## src/hdl/dwrfc_pkg.sv

```systemverilog
`default_nettype none

package dwrfc_pkg;

   // Table geometry
   localparam int WAYS      = 8;
   localparam int ROWS      = 256;
   localparam int KEY_BYTES = 13;

   localparam int WAY_BITS  = (WAYS > 1) ? $clog2(WAYS) : 1;
   localparam int ROW_BITS  = (ROWS > 1) ? $clog2(ROWS) : 1;
   localparam int KEY_W     = 104;
   localparam int CNT_W     = 32;
   localparam int KEY_BITS  = KEY_BYTES * 8;

   // Only the low KEY_BITS of the key are stored and compared
   localparam logic [KEY_W-1:0] KEY_MASK =
      (KEY_BITS >= KEY_W) ? {KEY_W{1'b1}} : ((KEY_W'(1) << KEY_BITS) - KEY_W'(1));

   localparam logic [CNT_W-1:0] CNT_MAX = {CNT_W{1'b1}};

   // Command codes
   localparam logic CMD_INCREMENT = 1'b0;
   localparam logic CMD_QUERY     = 1'b1;

   typedef struct packed {
      logic        cmd;
      logic [7:0]  row;
      logic [63:0] key_low;
      logic [39:0] key_high;
      logic [31:0] random_value;
   } req_item_type;

   typedef struct packed {
      logic             hit;
      logic             admitted;
      logic [CNT_W-1:0] count;
   } rsp_item_type;

   // Controller to datapath
   typedef struct packed {
      logic load;
      logic lookup;
      logic multiply;
      logic commit;
   } ctrl_cmd_type;

   // Datapath to controller
   typedef struct packed {
      logic miss_increment;
   } dp_status_type;

endpackage

`default_nettype wire

```

## src/hdl/dwrfc_ctrl.sv

```systemverilog
`default_nettype none

module dwrfc_ctrl (
   input  wire                    clock,
   input  wire                    reset,
   input  wire                    start,
   output logic                   busy,
   output logic                   rsp_strobe,
   output dwrfc_pkg::ctrl_cmd_type cmd,
   input  dwrfc_pkg::dp_status_type status
);
   import dwrfc_pkg::*;

   typedef enum logic [3:0] {
      ST_IDLE   = 4'b0001,
      ST_LOOKUP = 4'b0010,
      ST_MULT   = 4'b0100,
      ST_COMMIT = 4'b1000
   } state_type;

   state_type state_ff, state_in;
   logic      rsp_strobe_ff;

   // Decode commands from state
   always_comb begin
      cmd.load     = (state_ff == ST_IDLE) && start;
      cmd.lookup   = (state_ff == ST_LOOKUP);
      cmd.multiply = (state_ff == ST_MULT);
      cmd.commit   = (state_ff == ST_COMMIT);
   end

   // Advance state; skip the multiply step unless a miss needs admission
   always_comb begin
      state_in = state_ff;
      case (state_ff)
         ST_IDLE: begin
            if (start) state_in = ST_LOOKUP;
         end
         ST_LOOKUP: begin
            state_in = status.miss_increment ? ST_MULT : ST_COMMIT;
         end
         ST_MULT: begin
            state_in = ST_COMMIT;
         end
         ST_COMMIT: begin
            state_in = ST_IDLE;
         end
         default: begin
            state_in = ST_IDLE;
         end
      endcase
   end

   always_ff @(posedge clock) begin
      if (reset) begin
         state_ff      <= ST_IDLE;
         rsp_strobe_ff <= 1'b0;
      end else begin
         state_ff      <= state_in;
         rsp_strobe_ff <= cmd.commit;
      end
   end

   assign busy       = (state_ff != ST_IDLE);
   assign rsp_strobe = rsp_strobe_ff;

endmodule

`default_nettype wire

```

## config.mk

```make
export PLATFORM = sky130hd
export DESIGN_NAME = dwrfc_ctrl
export DESIGN_NICKNAME = d
export VERILOG_FILES = /design/src/hdl/dwrfc_pkg.sv /design/src/hdl/dwrfc_ctrl.sv
export SDC_FILE = /design/constraint.sdc
export NUM_CORES = 1
export LEC_CHECK = 0
export ABC_AREA = 1
export ABC_CLOCK_PERIOD_IN_PS = 990
export BUFFER_PORTS_ARGS = -buffer_cell sky130_fd_sc_hd__buf_2
export CAP_MARGIN = 25
export CORE_AREA = 2 2 39 41
export DETAILED_ROUTE_END_ITERATION = 8
export DIE_AREA = 0 0 41 43
export PLACE_DENSITY_LB_ADDON = 0.25
export SETUP_SLACK_MARGIN = 0.2
export SLEW_MARGIN = 20
export SYNTH_ARGS = -nofsm -noshare
export SYNTH_HDL_FRONTEND = slang
export SYNTH_SLANG_ARGS = --single-unit
```

## constraint.sdc

```tcl
create_clock -name clock -period 0.99 [get_ports clock]
set_input_delay 0 -clock clock [delete_from_list [all_inputs] [get_ports clock]]
set_output_delay 0 -clock clock [all_outputs]
set_load 0.01 [all_outputs]
```

Yosys cells after proc, flatten, opt, wreduce, memory -nomap -nowiden
Cells that the tools add are included.
Storage, ports and cells
  flip-flop bits (word level): 5
  input bits: 4
  output and inout bits: 6
  word-level logic and storage cells: 12
Operators by class
  equality and inequality tests: 6
  multiplexer cells: 3
  reductions and logical operators: 1
Operators by type and width (count)
  one-hot mux 4 bit (3 select lines): 1
  two-way mux 4 bit: 2
  == test 4 x 1 -> 1 bit (second input constant): 1
  == test 4 x 2 -> 1 bit (second input constant): 1
  == test 4 x 3 -> 1 bit (second input constant): 1
  == test 4 bit (second input constant): 1
  inequality test 4 x 1 -> 1 bit (second input constant): 1
  inequality test 2 bit (second input constant): 1
  logical AND 1 bit: 1

Depth between registers and ports, before layout
  depth after elaboration: 2
  gate-level depth with buffers: 6
  depth with buffers taken out: 6

Worst setup path before layout
OpenSTA, ideal clock, no wires.
  path kind: register -> register
  start point: register state_ff[3]
  end point: register state_ff[0]
  library setup time: 0.112 ns
  arrival: 0.719 ns
  data required time: 0.878 ns
  slack: 0.159 ns
  stages on the path, launching flop included: 5
  path buffers: 0
  clock period less this slack: 0.831 ns
  path through: dfxtp_1 -> nor2_2 -> nand2_2 -> nand3_1 -> nand2_1
On the way
  word-level cells in the longest chain between the ends: 2
  elaborated cells on any way between the ends: 5
  classes of those cells: 4 x eq/ne; 1 x mux
RTL lines
  from (decl): line dwrfc_ctrl.sv:21  | state_type state_ff, state_in;
  from (signal assigned): line dwrfc_ctrl.sv:59  | state_ff <= state_in;
  == test 4 x 3 -> 1 bit, or another cell as far along: line dwrfc_ctrl.sv:35  | case (state_ff)
  one-hot mux 4 bit (3 select lines) / inequality test 2 bit (equally long branches)
Several ways; a longest one is shown, not always the timed one.
A chain may end at the register's enable or synchronous reset.

==> flow_summary.toml <==
[status]
outcome = "finished with violations"
violations = "negative setup slack"

[clocking]
cts_buffer_depth = 2
cts_root_buffer = "clkbuf_4"
cts_tree = "done"
numCtsBuffers = 3
clkLatencyLatePin_ps = 250
cts_sinks = 5
clk_pin_slew_worst_paths_ps = 50
htreeDepth = 1

[yosys]
synth_mux_area_share_pct = 0
yosys-top-cells-area = "dfxtp_1 41%, inv_1 17%, nor3_2 8.2%, nand3_1 6.1%, nand2_1 6.1%"
seq_area_frac_synth_pct = 40.8
synth_seq_cells = 5
synth.largest_area_cell = "dfxtp_1"
synth_area_per_cell_sq_um = 7.01
yosys.area_share.adder_pct = 0
synthSimpleGateAreaFrac_pct = 38.8
async_flop_share_pct = 0
synth_edf_count = 0
syn_nets = 39
synth_xor_area_share_pct = 0
synth.distinct_cells = 11
synth_compound_area_share_pct = 3.57
yosysTopAreaCellShare_pct = 40.8
syn-cell-area_sq_um = 245
synth_most_common_cell = "inv_1"
synth_top_family_by_area = "simple AND/OR/NAND/NOR gates"
syn_inst = 35
netlist_top_cells_count = "11 x inv_1, 5 x dfxtp_1, 4 x nand2_1, 4 x nor2_1, 3 x nand3_1"
yosys_warnings = 0
synth_flop_cell = "dfxtp_1"

[die]
core-area_sq_mm = 0.00138
start_util_pct = 17.7
io_pins = 10
die_h_um = 43
die_x_um = 41
die_area_sq_mm = 0.00176
rows = 14

[power]
leakage_nw = 0.258
p_clk_share_pct = 38.8
power_density_mw_per_mm2 = 1220
ir_drop_mv = 0.804
internal-power_mw = 0.450
switching_share_pct = 29.1
seqPwrFrac_pct = 36.1
p_sw_mw = 0.184
comb_power_share_pct = 25.2
finalPower_mw = 0.634

[min_path]
hold_depth = 3
hold_start = "start"
hp-class = "primary input to flip-flop"
hold_end = "state_ff[1]"

[detailed_routing]
wl_per_cell_um = 9.53
vias = 309
post_drt_via_cell_ratio = 4.07
first_pass_iters = 4
first_iter_violations = 2
drc = 0
wirelength_um = 724
antenna_left = 0

[grt]
grt_max_degree = 5
antenna_found_initial = 0
grt_pass1_wl_mm = 1.10
grt_pass1_vias = 269
track_usage_pct = 10.1
grt_overflow_total = 0

[finish]
fillers = 152
utilization_pct = 37.7
syn2layout_area_growth_pct = 113
layout.cells.non_filler = 76
diodes = 0
nNetsFinal = 65
drive_above_1_share_pct = 68.3

[sta]
min_period_ps = 1080
max_freq_ghz = 0.927
setup_viol = 5
hold_viol_final = 0
finClkSkew_ps = 5.27
period_share_pct = 109
finalMaxSlewViolations = 0
max-slew-margin-rel_pct = 86.0
setup_slack_ps = -89.2
tightest_slew_ps = 208
setup_tns_ps = -234
grt_setup_unrepaired = "yes"

[setup_path]
required_ps = 990
r2r_cells = 6
r2r_slack_ps = -70
critical_path_class = "flip-flop to primary output"
rr_endpoint = "state_ff[0]"
cp-start-kind = "flip-flop"
reg2reg_from = "state_ff[2]"
critPathMaxFanout = 4
arrival_ps = 1080
end_kind = "primary output"

[placement]
io_buffers = 9
dp_hpwl_um = 385
gp_congestion = 0.659
dp_cells = 60

[run]
maxCapViolCount = 0
-- layer usage --
layer / wire length, um / track usage [%] / share of wire (%)
met1: 275 / 9.90 / 38
met2: 382 / 15.3 / 53
met3: 53 / 6.28 / 7.3
met4: 12 / 6.00 / 1.7
met5: 0 / 0 / 0
-- area by class of cell --
cell class              count  area [sq um]  area share [%]
flip-flops and latches      5           113            21.6
repair buffers             21           173            33.1
inverters                  11          43.8            8.39
clock buffers               4          26.3            5.04
well taps                  16          20.0            3.84
multi-input cells          19           146            28.1
-- stage by stage --
stage | hold slack [ps] | cell area, sq um | setup slack [ps]
finish | 24.8 | 522 | -89.2
global route | 40.6 | 522 | -151
CTS | 18.6 | 440 | -58.3
detailed placement | 255 | 328 | 147
global placement | 256 | 328 | 152
floorplan | 62.4 | 263 | 186
-- worst max-delay path by stage --
| stage | startpoint | to | slack (ps) | cells after the start |
|---|---|---|---|---|
| floorplan | state_ff[0] | state_ff[0] | 190 | 5 |
| global placement | state_ff[0] | state_ff[0] | 150 | 4 |
| detailed placement | state_ff[0] | state_ff[0] | 150 | 4 |
| CTS | state_ff[3] | cmd[3] | -60 | 4 |
| global route | state_ff[2] | cmd[3] | -150 | 4 |
| finish | state_ff[2] | cmd[3] | -90 | 4 |
-- layout by cell type (no fill, tap or decap) --
master and instances:
a21oi_2 1, buf_2 6, buf_4 6, buf_6 6, clkbuf_1 1, clkbuf_4 3
dfxtp_1 1, dfxtp_2 1, dfxtp_4 3, dlygate4sd3_1 3, inv_1 7, inv_2 3
inv_4 1, nand2_1 3, nand2_2 2, nand3_1 1, nand3_2 2, nor2_1 2
nor2_4 4, nor3_2 3, nor4_1 1
-- flip-flops by register name (all words and copies together), names as in the netlist --
signal / flops
rsp_strobe: 1
state_ff: 4
-- power groups by stage --
| stage | Combinational [mW] | Sequential, mW | Clock [mW] |
|---|---|---|---|
| after floorplan | 0.0617 | 0.225 | 0 |
| after global placement | 0.0907 | 0.226 | 0 |
| after detailed placement | 0.0904 | 0.226 | 0 |
| after CTS | 0.123 | 0.223 | 0.252 |
| after global routing | 0.176 | 0.231 | 0.264 |
| final | 0.160 | 0.229 | 0.246 |
-- critical path: stages (launching register included) --
cell     delay, ps
dfxtp_4        350
nor2_4         160
nand2_2         90
nor2_1          90
buf_2          130
-- kinds of logic (layout without fill, tap and decap cells) --
kind of cell    after synthesis  in the layout
flops                         5              5
buf+inv                      11             36
simple gates                 18             18
compound gates                1              1
-- repair_timing --
action,4_1_cts,5_1_grt
resized for setup,8,13
cloned,0,0
pin swaps,3,4
setup endpoints to repair,9,10
hold buffers,3,0
endpoints found under the hold margin,3,0
buffers inserted,5,4
No activity file was read; power rests on OpenSTA's default activity.
